## src/sv/dpts_pkg.sv

```systemverilog
// Package for the dynamic priority task scheduler.
// Holds the shared widths, command codes, FSM state type and the structs
// that travel between the top level and the row of task cells.
`timescale 1ns / 1ps

package dpts_pkg;

    // Default table depth
    localparam int MAX_TASKS_DEF = 16;

    // Fixed field widths
    localparam int DATA_W = 16;

    // Command codes
    localparam logic CMD_ADD  = 1'b0;
    localparam logic CMD_TICK = 1'b1;

    // Priority limits
    localparam logic signed [DATA_W-1:0] PRIO_MAX = 16'sh7FFF;
    localparam logic signed [DATA_W-1:0] PRIO_MIN = 16'sh8000;

    // Controller states
    typedef enum logic [1:0] {
        ST_IDLE,
        ST_AGE,
        ST_SCAN,
        ST_COMMIT
    } state_t;

    // Contents of one table slot, handed to the lower neighbor on removal
    typedef struct packed {
        logic                     valid;
        logic                     running;
        logic [DATA_W-1:0]        id;
        logic [DATA_W-1:0]        length;
        logic [DATA_W-1:0]        progress;
        logic signed [DATA_W-1:0] prio;
    } slot_t;

    // Best-candidate token that walks down the row during the scan
    typedef struct packed {
        logic                     has;
        logic signed [DATA_W-1:0] prio;
        logic [DATA_W-1:0]        id;
        logic [DATA_W-1:0]        progress;
        logic                     done;
    } tok_t;

    // Commands broadcast from the controller to every cell
    typedef struct packed {
        logic age;
        logic add;
        logic run;
        logic run_done;
    } cell_ctrl_t;

endpackage

```

## src/sv/dpts_cell.sv

```systemverilog
// One task slot of the scheduler table: holds a task, ages its priority,
// folds itself into the best-candidate token and shifts on removal.
// Depends on dpts_pkg.
`timescale 1ns / 1ps

module dpts_cell #(
    parameter int MAX_TASKS = dpts_pkg::MAX_TASKS_DEF,
    parameter int IDX       = 0
) (
    input  logic                                clk,
    input  logic                                rst_n,
    input  dpts_pkg::cell_ctrl_t                ctrl,
    input  logic [$clog2(MAX_TASKS)-1:0]        pick_idx,
    input  logic [dpts_pkg::DATA_W-1:0]         add_length,
    input  logic signed [dpts_pkg::DATA_W-1:0]  add_prio,
    input  logic [dpts_pkg::DATA_W-1:0]         add_id,
    input  logic                                prev_valid,
    input  dpts_pkg::slot_t                     next_slot,
    input  dpts_pkg::tok_t                      tok_in,
    input  logic [$clog2(MAX_TASKS)-1:0]        tok_in_idx,
    output dpts_pkg::slot_t                     slot,
    output dpts_pkg::tok_t                      tok_out,
    output logic [$clog2(MAX_TASKS)-1:0]        tok_out_idx
);

    localparam int IDX_W = $clog2(MAX_TASKS);
    localparam logic [IDX_W-1:0] MY_IDX = IDX_W'(IDX);

    logic                               valid_reg, valid_next;
    logic                               running_reg, running_next;
    logic [dpts_pkg::DATA_W-1:0]        id_reg, id_next;
    logic [dpts_pkg::DATA_W-1:0]        len_reg, len_next;
    logic [dpts_pkg::DATA_W-1:0]        prog_reg, prog_next;
    logic signed [dpts_pkg::DATA_W-1:0] prio_reg, prio_next;
    dpts_pkg::tok_t                     tok_reg, tok_next;
    logic [IDX_W-1:0]                   tok_idx_reg, tok_idx_next;
    logic [dpts_pkg::DATA_W-1:0]        prog_inc;
    logic                               take_own;

    assign prog_inc = prog_reg + dpts_pkg::DATA_W'(1);

    // Slot update: aging, append, run and compaction
    always_comb
    begin
        valid_next   = valid_reg;
        running_next = running_reg;
        id_next      = id_reg;
        len_next     = len_reg;
        prog_next    = prog_reg;
        prio_next    = prio_reg;

        if (ctrl.age && valid_reg)
        begin
            if (running_reg)
            begin
                if (prio_reg != dpts_pkg::PRIO_MIN)
                    prio_next = prio_reg - dpts_pkg::DATA_W'(1);
            end
            else
            begin
                if (prio_reg != dpts_pkg::PRIO_MAX)
                    prio_next = prio_reg + dpts_pkg::DATA_W'(1);
            end
        end

        if (ctrl.add && !valid_reg && prev_valid)
        begin
            valid_next   = 1'b1;
            running_next = 1'b0;
            id_next      = add_id;
            len_next     = add_length;
            prog_next    = '0;
            prio_next    = add_prio;
        end

        if (ctrl.run)
        begin
            if (ctrl.run_done && (pick_idx <= MY_IDX))
            begin
                // finished task leaves; upper neighbor moves down
                valid_next   = next_slot.valid;
                running_next = 1'b0;
                id_next      = next_slot.id;
                len_next     = next_slot.length;
                prog_next    = next_slot.progress;
                prio_next    = next_slot.prio;
            end
            else if (pick_idx == MY_IDX)
            begin
                prog_next    = prog_inc;
                running_next = 1'b1;
            end
            else
            begin
                running_next = 1'b0;
            end
        end
    end

    // Fold this slot into the token; strict compare keeps the later task on ties
    assign take_own = valid_reg && (!tok_in.has || (prio_reg > tok_in.prio));

    always_comb
    begin
        tok_next     = tok_in;
        tok_idx_next = tok_in_idx;
        if (take_own)
        begin
            tok_next.has      = 1'b1;
            tok_next.prio     = prio_reg;
            tok_next.id       = id_reg;
            tok_next.progress = prog_inc;
            tok_next.done     = (prog_inc == len_reg);
            tok_idx_next      = MY_IDX;
        end
    end

    // Control bits
    always_ff @(posedge clk or negedge rst_n)
    begin
        if (!rst_n)
        begin
            valid_reg   <= 1'b0;
            running_reg <= 1'b0;
        end
        else
        begin
            valid_reg   <= valid_next;
            running_reg <= running_next;
        end
    end

    // Payload
    always_ff @(posedge clk)
    begin
        id_reg      <= id_next;
        len_reg     <= len_next;
        prog_reg    <= prog_next;
        prio_reg    <= prio_next;
        tok_reg     <= tok_next;
        tok_idx_reg <= tok_idx_next;
    end

    assign slot.valid    = valid_reg;
    assign slot.running  = running_reg;
    assign slot.id       = id_reg;
    assign slot.length   = len_reg;
    assign slot.progress = prog_reg;
    assign slot.prio     = prio_reg;
    assign tok_out       = tok_reg;
    assign tok_out_idx   = tok_idx_reg;

endmodule

```

## config.mk

```make
export PLATFORM = sky130hd
export DESIGN_NAME = dpts_cell
export DESIGN_NICKNAME = d
export VERILOG_FILES = /design/src/sv/dpts_pkg.sv /design/src/sv/dpts_cell.sv
export SDC_FILE = /design/constraint.sdc
export NUM_CORES = 1
export LEC_CHECK = 0
export ABC_CLOCK_PERIOD_IN_PS = 3300
export BUFFER_PORTS_ARGS = -buffer_cell sky130_fd_sc_hd__buf_2
export CAP_MARGIN = 20
export CORE_AREA = 2 2 122 124
export CTS_BUF_LIST = sky130_fd_sc_hd__clkbuf_4 sky130_fd_sc_hd__clkbuf_8
export DETAILED_ROUTE_END_ITERATION = 10
export DIE_AREA = 0 0 124 126
export PLACE_DENSITY = 0.77
export RECOVER_POWER = 100
export SETUP_SLACK_MARGIN = 0.4
export SYNTH_ARGS = -nofsm -noshare
export SYNTH_HDL_FRONTEND = slang
export SYNTH_SLANG_ARGS = --single-unit
```

## constraint.sdc

```tcl
create_clock -name clk -period 3.3 [get_ports clk]
set_input_delay 0.66 -clock clk [delete_from_list [all_inputs] [get_ports clk]]
set_output_delay 0.66 -clock clk [all_outputs]
set_load 0.02 [all_outputs]
```

==> results of run 1 <==
-- through the flow --
stage / worst slack [ns] / cells / total power [mW] / util (%) / instance area, um^2
finish: 0.374 / 1258 / 6.73 / 57.5 / 8230
global route: 0.241 / 1256 / 7.11 / 57.4 / 8220
CTS: 0.452 / 1256 / 6.91 / 58.9 / 8420
detailed placement: 0.243 / 1223 / 5.54 / 56.0 / 8010
global placement: 0.309 / 1223 / 5.49 / 56.0 / 8010
floorplan: 0.570 / 776 / 4.37 / - / 6360
-- how the worst min path moves through the flow --
stage                            start     endpoint  slack, ns  cells after the start
after floorplan                  rst_n  running_reg       0.36                      0
after global placement           rst_n    valid_reg       0.46                      1
after detailed placement         rst_n    valid_reg       0.45                      1
after CTS                 next_slot[7]  prio_reg[7]       0.36                      3
after global routing         tok_in[1]   tok_out[1]       0.38                      3
final                     next_slot[7]  prio_reg[7]       0.40                      3
-- worst reg2reg max path, stage by stage, from the launching register on --
cell      delay (ns)
dfxtp_1         0.57
ha_1            0.34
a211oi_2        0.21
o21a_1          0.15
nand3_1         0.10
and4b_1         0.21
or3_2           0.49
clkbuf_2        0.36
mux2_2          0.40
-- layout make-up --
| class | count | share of cell area (%) |
|---|---|---|
| inverters | 28 | 1.28 |
| clock buffers | 17 | 2.84 |
| clock inverters | 15 | 2.05 |
| flip-flops and latches | 120 | 29.3 |
| repair buffers | 319 | 17.9 |
| diodes | 2 | 0.0608 |
| multi-input cells | 573 | 43.8 |
| well taps | 184 | 2.80 |
-- cell usage after synthesis (all sizes together) (2+ instances only) --
master	instances
dfxtp	118
nand2	113
nor2	73
o21ai	63
clkbuf	37
mux2	37
a31oi	36
inv	28
a21oi	21
nand3	21
ha	20
xnor2	20
buf	18
nor3	18
xor2	17
and3	12
nand4	12
mux2i	11
and2	8
nor4	8
or3	6
a221oi	5
a21o	4
a22oi	4
nand4b	4
o211ai	4
o22ai	4
o31ai	4
a211oi	3
nor2b	3
o2111ai	3
o21a	3
o311ai	3
o32ai	3
o41ai	3
and4	2
dfrtp	2
or2	2
or3b	2
or4	2
-- metal layers --
metal  vias to the layer above  track usage, %  share of wire [%]
met3                        43            8.33                9.7
met4                         2            9.05                2.0
met1                      3188            36.2                 42
li1                       3337               -                  -
met5                         -               0              0.055
met2                       346            42.1                 46
-- power by group through the flow --
stage	Sequential (mW)	Combinational (mW)	Clock, mW
CTS	2.45	3.06	1.39
detailed placement	2.48	3.05	0
global placement	2.48	3.01	0
global route	2.54	3.11	1.47
finish	2.48	2.89	1.36
floorplan	3.04	1.32	0
-- cells by family (layout without fill, tap and decap cells) --
kind of cell | Yosys count | in the layout | synth area share (%)
AND/OR/NAND/NOR | 292 | 292 | 21.6
AO/OA/AOI/OAI | 176 | 176 | 17.7
flip-flops | 120 | 120 | 37.9
buffers and inverters | 83 | 379 | 5.45
multiplexers | 48 | 48 | 8.28
XOR/XNOR | 37 | 37 | 5.09
adder cells (fa/ha/maj) | 20 | 20 | 3.93
other | 0 | 2 | 0
-- repair_timing --
item                       CTS  global route
gates resized for setup      0             2
setup endpoints to repair    0            25
hold buffers                 1             0
hold endpoints to repair     2             0
==> summary.md, run 1 <==
| Metric | Value |
|---|---|
| Outcome | finished clean |
| Combinational power share | 42.9% |
| Most frequent cells in the layout | 185 x buf_2, 123 x clkbuf_1, 118 x dfxtp_1 |
| RSZ-0062 raised after global routing | false |
| Post-CTS setup buffer count | 0 |
| Starting Density | 44.5% |
| Avg WL per Cell | 17.2 um |
| Iteration count of the initial detailed-routing pass | 6 |
| WP depth | 8 |
| Bufs and invs on worst path | 1 |
| Clock sinks | 120 |
| Hold violation count in the final report | 0 |
| Int Pwr | 3.75 mW |
| Cell taking the most area after synthesis | dfxtp_1 |
| Clk pwr share | 20.3% |
| Fmax | 342 MHz |
| Die extent in y | 126 um |
| RR Startpoint | prio_reg[5] |
| Reg power frac | around 37% |
| Buffers on Ports | approximately 300 |
| Via count | 6916 |
| Critical path type | flip-flop to flip-flop |
| R2R depth | 8 |
| Clk slew on worst S/H paths | around 0.080 ns |
| Max Slew Vio Count | 0 |
| Fill cells | about 1400 |
| Crit path from | prio_reg[5] |
| DRT antenna net count | 0 |
| Max-cap violations | 0 |
| Pin count of the biggest net entering global routing | 74 |
| Worst Skew | 0.0107 ns |
| Die area | 15600 um^2 |
| CTS tree | built |
| Worst Path Arrival | 3.27 ns |
| Max stage delay cell, worst path | dfxtp_1 |
| Final TNS setup | 0 ns |
| Worst-margin pin slew | 1.16 ns |
| Setup crit start kind | flip-flop |
| Post-synth EDFFs | 0 |
| Synthesized area | about 6400 um^2 |
| Final GP Congestion | just under 1 |
| Worst min path class | primary input to flip-flop |
| Sw Share | 44.2% |
| YS warnings | 0 |
| CP endpoint kind | flip-flop |
| H-tree Lvls | 4 |
| Max reg flops | 50 |
| First-pass GRT wire length | 32800 um |
| GR Overflow Total | 0 |
| Vias per inst | 5.50 |
| Fin crit share | 88.7% |
| Clk buf depth | 2 |
| Final #Nets | 1258 |
| Initial DRC count | roughly 720 |
| Sequential cell area | 2410 um^2 |
| Post-Synthesis Net Count | between 900 and 1000 |
| Delay-heaviest family, CP | simple AND/OR/NAND/NOR gates |
| Hold_ws | about 0.40 ns |
| Clk_lat worst skew | 0.46 ns |
| Routed wire length | 21700 um |
| Share of layout cells above drive strength 1 | 25.7% |
| Clock tree root buffer cell | clkbuf_8 |
| P&R area growth vs syn | 29.3% |
| Ys async rst share | 1.67% |
| Slowest Stage Delay on Critical Path | 0.57 ns |
| Crit path max fanout | 19 |
| RR Endpoint | tok_out[27] |
| Vias in the first global route | between 6000 and 7000 |
| P_sw | about 3 mW |
| Drt drc | 0 |
| Final min period | ~2.9 ns |
| Setup violators final | 0 |
| Top cells by area, synth | dfxtp_1 37%, nand2_1 6.7%, mux2_2 6.5%, o21ai_0 4.8%, nor2_1 4.3% |
| Top-level I/O count | 299 |
| PD cells | 818 nW/um^2 |
| Core area | 14300 um^2 |
| Commonest non-fill, non-tap cell in the layout | buf_2 |
| Worst endpoint required time | roughly 3.7 ns |
| Peak supply drop | 456 uV |
| Worst Setup EP | tok_out[27] |
| #FFs+latches synth | 120 |
| Core Rows | 44 |
| Avg Cell Area, Syn | 8.20 um^2 |
| DP HPWL | 16500 um |
| Tot GR Track Use | 27.3% |
| Multi-input logic area | roughly 3600 um^2 |
| Lkg Pwr | 3.65 nW |
| Yosys cell types | 70 |
| Initial antenna violation count | 3 |
| TritonCTS Buffers | 17 |
| Main flop type after synthesis | dfxtp_1 |
| Max_slew headroom | 22.6% |
| Reg-to-reg slack, setup | 0.37 ns |
| CP Cell Sequence | ha_1, a211oi_2, o21a_1, nand3_1, and4b_1, or3_2, clkbuf_2, mux2_2 |
| Top cell type's share of synthesized area | 37.1% |
| DIE WIDTH | 124 um |
| Seq/Total Area, Yosys | between 30% and 40% |
| Mapped Cells | 776 |
(Power assumes the default switching activity.)
==> run 2: changes to the inputs <==
--- a/config.mk
+++ b/config.mk
@@ -8,11 +8,10 @@
 export ABC_CLOCK_PERIOD_IN_PS = 3300
 export BUFFER_PORTS_ARGS = -buffer_cell sky130_fd_sc_hd__buf_2
 export CAP_MARGIN = 20
-export CORE_AREA = 2 2 122 124
+export CORE_AREA = 2 2 163 165
 export CTS_BUF_LIST = sky130_fd_sc_hd__clkbuf_4 sky130_fd_sc_hd__clkbuf_8
 export DETAILED_ROUTE_END_ITERATION = 10
-export DIE_AREA = 0 0 124 126
-export PLACE_DENSITY = 0.77
+export DIE_AREA = 0 0 165 167
 export RECOVER_POWER = 100
 export SETUP_SLACK_MARGIN = 0.4
 export SYNTH_ARGS = -nofsm -noshare
==> run 2 against run 1 <==
The flow now finishes with violations (capacitance limit, slew limit). Sequential share of layout area down 0.84 points. Sequential power hardly changed. Clock power about the same. Global-route usage shrank 10 points. Design area rose by 2.9%. Non-clock buffer count is 8 higher. Via count hardly changed. Fmax rose by 2.6%. Largest cell class unchanged.
==> summary.md, run 2 (synthesized netlist as in run 1, its figures left out) <==
| Metric | Value |
|---|---|
| Final GP Congestion | 0.947 (-3.3%) |
| Area after DPL | 8290 um^2 (+3.4%) |
| Clk buf depth | 2 (unchanged) |
| Setup WS pre-CTS | 0.336 ns (+0.0930 ns) |
| Most frequent cells in the layout | 191 x buf_2, 123 x clkbuf_1, 118 x dfxtp_1 |
| Tot GR Track Use | 17.3% (-10 points) |
| Drt drc | 0 (unchanged) |
| Total power | 6.76 mW (+0.42%) |
| Via count | 6922 (+0.087%) |
| Combinational power share | 43.9% (+1.0 points) |
| Lkg Pwr | 3.68 nW (+1.0%) |
| Pin count of the biggest net entering global routing | 58 (-22%) |
| Worst min path class | primary input to flip-flop |
| Core Rows | 59 (+34%) |
| Worst Path Arrival | 3.22 ns (-0.05 ns) |
| Commonest non-fill, non-tap cell in the layout | buf_2 |
| Cell area after layout | 8470 um^2 (+2.9%) |
| Starting Density | 24.7% (-20 points) |
| Max-cap violations | 1 (+1) |
| Post-route setup slack | 0.447 ns (+0.0730 ns) |
| Final TNS setup | 0 ns (unchanged) |
| Clock sinks | 120 (unchanged) |
| Initial DRC count | 321 (-55%) |
| DIE WIDTH | 165 um (+33%) |
| Hold Crit Depth | 3 (unchanged) |
| Iteration count of the initial detailed-routing pass | 5 (-1) |
| DRT antenna net count | 0 (unchanged) |
| R2R depth | 8 (unchanged) |
| Max reg flops | 50 (unchanged) |
| Final #Nets | 1266 (+0.64%) |
| Die area | 27600 um^2 (+76%) |
| Sw Share | 45.4% (+1.2 points) |
| CTS tree | built |
| Worst-margin pin slew | 1.83 ns (+0.674 ns) |
| Die extent in y | 167 um (+33%) |
| Outcome | finished with violations |
| Clk_lat worst skew | 0.44 ns (-0.02 ns) |
| PD cells | 798 nW/um^2 (-2.4%) |
| TritonCTS Buffers | 17 (unchanged) |
| Max Slew Vio Count | 38 (+38) |
| Worst endpoint required time | 3.67 ns (+0.02 ns) |
| Crit path from | prio_reg[3] |
| Fin crit share | 86.5% (-2.2 points) |
| Final min period | 2.85 ns (-0.0730 ns) |
| Vias per inst | 4.88 (-11%) |
| CP endpoint kind | flip-flop |
| Vias in the first global route | 6887 (+7.6%) |
| Buffers on Ports | 297 (unchanged) |
| Initial antenna violation count | 4 (+1) |
| GR Overflow Total | 0 (unchanged) |
| H-tree Lvls | 4 (unchanged) |
| Fmax | 350 MHz (+2.6%) |
| Setup violators final | 0 (unchanged) |
| Crit path max fanout | 10 (-9) |
| Peak supply drop | 327 uV (-28%) |
| First-pass GRT wire length | 36900 um (+12%) |
| Avg WL per Cell | 17.1 um (-0.57%) |
| P_sw | 3.07 mW (+3.1%) |
| Worst Skew | 0.0270 ns (+0.0163 ns) |
| Failing checks | capacitance limit, slew limit |
| Top-level I/O count | 299 (unchanged) |
| Clk pwr share | 19.7% (-0.6 points) |
| Hold path start | tok_in[9] |
| Share of layout cells above drive strength 1 | 26.2% (+0.55 points) |
| Hold violation count in the final report | 0 (unchanged) |
| Int Pwr | 3.69 mW (-1.7%) |
| Max_slew headroom | -22.3% (-45 points) |
| DP HPWL | 18700 um (+13%) |
| Reg power frac | 36.4% (-0.4 points) |
| Core area | 25800 um^2 (+80%) |
| Clock tree root buffer cell | clkbuf_8 |
| P&R area growth vs syn | 33.0% |
| Clk slew on worst S/H paths | 0.10 ns (+0.02 ns) |
| RSZ-0062 raised after global routing | false |
| Setup crit start kind | flip-flop |
| Critical path type | flip-flop to flip-flop |
| Fill cells | 2813 (+100%) |
| RR Startpoint | prio_reg[3] |
| Routed wire length | 24300 um (+12%) |
run 2: per-layer routing:
metal | track usage (%) | vias up | routed length (um)
met5 | 0 | - | 7
met4 | 5.75 | 2 | 581
met3 | 4.53 | 38 | 2100
met2 | 27.7 | 309 | 11100
met1 | 22.5 | 3223 | 10500
li1 | - | 3350 | -
run 2: repair_timing:
action                     CTS  global route
buffers inserted             0             0
resized for setup            0             1
hold endpoints to repair     2             0
setup endpoints to repair    0             1
hold buffers                 1             0
run 2: stage by stage:
stage               hold WS, ns  cells  utilization (%)
floorplan                 0.364    776                -
global placement          0.455   1382             32.2
detailed placement        0.456   1382             32.2
CTS                       0.365   1415             33.7
global route              0.386   1417             32.9
finish                    0.407   1418             32.9
run 2: path summary, 6_finish.rpt:
path,to,slack (ns)
worst min register to register,id_reg[14],0.49
min in group asynchronous,running_reg,0.54
worst min-delay path,tok_out[9],0.41
max in group asynchronous,valid_reg,2.59
worst max register to register,prio_reg[8],0.45
worst max-delay path,prio_reg[8],0.45
run 2: power by group through the flow:
stage | logic, mW | clock network (mW) | registers, mW
after floorplan | 1.32 | 0 | 3.04
after global placement | 3.12 | 0 | 2.46
after detailed placement | 3.16 | 0 | 2.47
after CTS | 3.17 | 1.39 | 2.44
after global routing | 3.23 | 1.43 | 2.52
final | 2.97 | 1.33 | 2.46
run 2: final cells by class:
| type | count | area (um^2) | share of cell area, % |
|---|---|---|---|
| clock inverters | 15 | 141 | 1.67 |
| multi-input cells | 573 | 3610 | 42.6 |
| clock buffers | 17 | 234 | 2.76 |
| well taps | 335 | 419 | 4.95 |
| repair buffers | 327 | 1540 | 18.2 |
| flip-flops and latches | 120 | 2410 | 28.5 |
| diodes | 3 | 7.51 | 0.0887 |
| inverters | 28 | 105 | 1.24 |
run 2: critical path, cell delays in order, from the launching register on:
cell      delay (ns)
dfxtp_1         0.39
clkbuf_1        0.47
nand4_1         0.39
o41a_1          0.66
nand4_1         0.16
o41ai_1         0.10
xor2_1          0.25
nand2_1         0.10
a31oi_1         0.26
==> run 3: changes to the inputs <==
--- a/config.mk
+++ b/config.mk
@@ -5,7 +5,7 @@
 export SDC_FILE = /design/constraint.sdc
 export NUM_CORES = 1
 export LEC_CHECK = 0
-export ABC_CLOCK_PERIOD_IN_PS = 3300
+export ABC_CLOCK_PERIOD_IN_PS = 3060
 export BUFFER_PORTS_ARGS = -buffer_cell sky130_fd_sc_hd__buf_2
 export CAP_MARGIN = 20
 export CORE_AREA = 2 2 163 165
==> constraint.sdc (replaced) <==
create_clock -name clk -period 3.06 [get_ports clk]
set_input_delay 0.612 -clock clk [delete_from_list [all_inputs] [get_ports clk]]
set_output_delay 0.612 -clock clk [all_outputs]
set_load 0.02 [all_outputs]
==> run 3 against run 2 <==
The run now ends clean. Die area is the same. Routed wire length is essentially flat. Sequential cell count is the same. Via count grew 0.10%. Core utilization grew 0.25 points. Sequential share of layout area shrank 0.21 points. Register-to-register slack lost 0.11 ns. Total power grew 10%. Non-clock buffer count grew 3. Critical path type unchanged. Highest routed layer unchanged.
==> summary.md, run 3 (synthesized netlist as in run 1, its figures left out) <==
| Metric | Value |
|---|---|
| P&R area growth vs syn | 34.0% |
| Worst endpoint required time | 3.41 ns (-0.26 ns) |
| Vias per inst | 4.88 (-0.11%) |
| TritonCTS Buffers | 17 (unchanged) |
| Worst Path Arrival | 3.08 ns (-0.14 ns) |
| Fin crit share | 89.0% (+2.6 points) |
| Initial DRC count | 412 (+28%) |
| Max stage delay cell, worst path | dfxtp_1 |
| Post-route setup slack | 0.336 ns (-0.111 ns) |
| Commonest non-fill, non-tap cell in the layout | buf_2 |
| Post-CTS setup buffer count | 0 (unchanged) |
| Critical path type | flip-flop to flip-flop |
| Outcome | finished clean |
| Max_slew headroom | 0.492% (+23 points) |
| RR Startpoint | prio_reg[1] |
| DRT antenna net count | 0 (unchanged) |
| H-tree Lvls | 4 (unchanged) |
| Max reg flops | 50 (unchanged) |
| Slowest Stage Delay on Critical Path | 0.58 ns (-0.08 ns) |
| Total power | 7.44 mW (+10%) |
| Clock sinks | 120 (unchanged) |
| P_sw | 3.28 mW (+6.9%) |
| Sw Share | 44.1% (-1.3 points) |
| Worst min path class | primary input to flip-flop |
| Clk buf depth | 2 (unchanged) |
| Setup crit start kind | flip-flop |
| Combinational power share | 43.3% (-0.6 points) |
| Hold_ws | 0.359 ns (-0.0480 ns) |
| GR Overflow Total | 0 (unchanged) |
| Clk slew on worst S/H paths | 0.08 ns (-0.02 ns) |
| DP HPWL | 18600 um (-0.87%) |
| Avg WL per Cell | 17.1 um (-0.24%) |
| R2R depth | 8 (unchanged) |
| Setup violators final | 0 (unchanged) |
| First-pass GRT wire length | 36400 um (-1.4%) |
| Starting Density | 24.7% (unchanged) |
| Iteration count of the initial detailed-routing pass | 5 (unchanged) |
| Reg-to-reg slack, setup | 0.34 ns (-0.11 ns) |
| Share of layout cells above drive strength 1 | 26.4% (+0.23 points) |
| Top-level I/O count | 299 (unchanged) |
| Worst-margin pin slew | 1.49 ns (-0.342 ns) |
| Core area | 25800 um^2 (unchanged) |
| Vias in the first global route | 6550 (-4.9%) |
| CP Cell Sequence | ha_1, nor2b_1, o211ai_1, nand3_1, and4b_1, or3_2, buf_6, o41ai_2 |
| Worst Skew | 0.0208 ns (-0.00624 ns) |
| Hold violation count in the final report | 0 (unchanged) |
| Die extent in y | 167 um (unchanged) |
| Setup WS pre-CTS | 0.124 ns (-0.212 ns) |
| RSZ-0062 raised after global routing | true |
| Clk pwr share | 21.1% (+1.4 points) |
| CTS tree | built |
| Cell area after layout | 8530 um^2 (+0.75%) |
| Hold path start | tok_in[8] |
| Fmax | 367 MHz (+4.7%) |
| Buffers on Ports | 297 (unchanged) |
| PD cells | 872 nW/um^2 (+9.2%) |
| Final min period | 2.72 ns (-0.129 ns) |
| Final #Nets | 1269 (+0.24%) |
| Max-cap violations | 0 (-1) |
| RR Endpoint | tok_out[0] |
| Final GP Congestion | 0.957 (+1.1%) |
| DIE WIDTH | 165 um (unchanged) |
| Hold Crit Depth | 3 (unchanged) |
| Peak supply drop | 427 uV (+31%) |
| Most frequent cells in the layout | 190 x buf_2, 124 x clkbuf_1, 118 x dfxtp_1 |
| Routed wire length | 24300 um (about the same) |
| Hold Crit Endpoint | tok_out[8] |
| Area after DPL | 8310 um^2 (+0.24%) |
| Via count | 6929 (+0.10%) |
| Pin count of the biggest net entering global routing | 58 (unchanged) |
| Crit path max fanout | 57 (+47) |
| CP endpoint kind | flip-flop |
| Core Rows | 59 (unchanged) |
| Drt drc | 0 (unchanged) |
| Die area | 27600 um^2 (unchanged) |
| Max Slew Vio Count | 0 (-100%) |
| Lkg Pwr | 3.70 nW (+0.56%) |
| Final TNS setup | 0 ns (unchanged) |
| Reg power frac | 35.6% (-0.8 points) |
| Clk_lat worst skew | 0.45 ns (about the same) |
| Delay-heaviest family, CP | simple AND/OR/NAND/NOR gates |
| Fill cells | 2828 (+0.53%) |
| Bufs and invs on worst path | 1 (unchanged) |
| Tot GR Track Use | 17.2% (-0.081 points) |
| Int Pwr | 4.16 mW (+13%) |
| Clock tree root buffer cell | clkbuf_8 |
| Initial antenna violation count | 5 (+1) |
-- run 3: repair_timing --
item / CTS / global route
hold endpoints to repair: 2 / 0
endpoints found under the setup margin: 1 / 5
resized for setup: 1 / 3
hold buffers: 1 / 0
cloned: 0 / 0
-- run 3: worst max-delay path by stage --
stage | from | endpoint | slack, ns | cells after the start
6_report | prio_reg[1] | tok_out[0] | 0.34 | 8
4_1_cts | prog_reg[5] | tok_out[0] | 0.48 | 7
3_5_place_dp | tok_in[38] | tok_out[0] | 0.12 | 10
3_3_place_gp | tok_in[38] | tok_out[0] | 0.14 | 10
2_1_floorplan | tok_in[38] | tok_out[23] | 0.40 | 10
5_1_grt | prio_reg[8] | prio_reg[15] | 0.18 | 7
-- run 3: worst reg2reg max path, stage by stage (launching register included) --
cell and delay (ns):
dfxtp_1 0.58, ha_1 0.32, nor2b_1 0.13, o211ai_1 0.15, nand3_1 0.11, and4b_1 0.19, or3_2 0.49, buf_6 0.28
o41ai_2 0.41
-- run 3: metrics by stage --
step | util [%] | cells
2_1_floorplan | - | 776
3_3_place_gp | 32.2 | 1385
3_5_place_dp | 32.2 | 1385
4_1_cts | 33.9 | 1417
5_1_grt | 33.1 | 1421
6_report | 33.1 | 1421
-- run 3: layer usage --
metal	track usage (%)	share of wire, %	routed length [um]	up-vias
met4	5.48	1.9	468	2
met5	0	0.054	13	-
li1	-	-	-	3349
met3	4.63	8.3	2010	32
met2	26.4	44	10800	319
met1	23.3	45	11000	3227
-- run 3: power by group through the flow --
stage / Combinational [mW] / Clock (mW) / Sequential (mW)
detailed placement: 3.42 / 0 / 2.66
floorplan: 1.43 / 0 / 3.28
global route: 3.49 / 1.68 / 2.72
finish: 3.22 / 1.57 / 2.65
CTS: 3.43 / 1.63 / 2.64
global placement: 3.38 / 0 / 2.65
-- run 3: final cells by class --
type                            instances  area, um^2  area share (%)
Sequential cell                       120        2410            28.3
Antenna cell                            4        10.0           0.117
Timing Repair Buffer                  330        1550            18.2
Multi-Input combinational cell        573        3620            42.4
Inverter                               28         105            1.23
Clock buffer                           18         241            2.83
Clock inverter                         13         174            2.04
Tap cell                              335         419            4.91
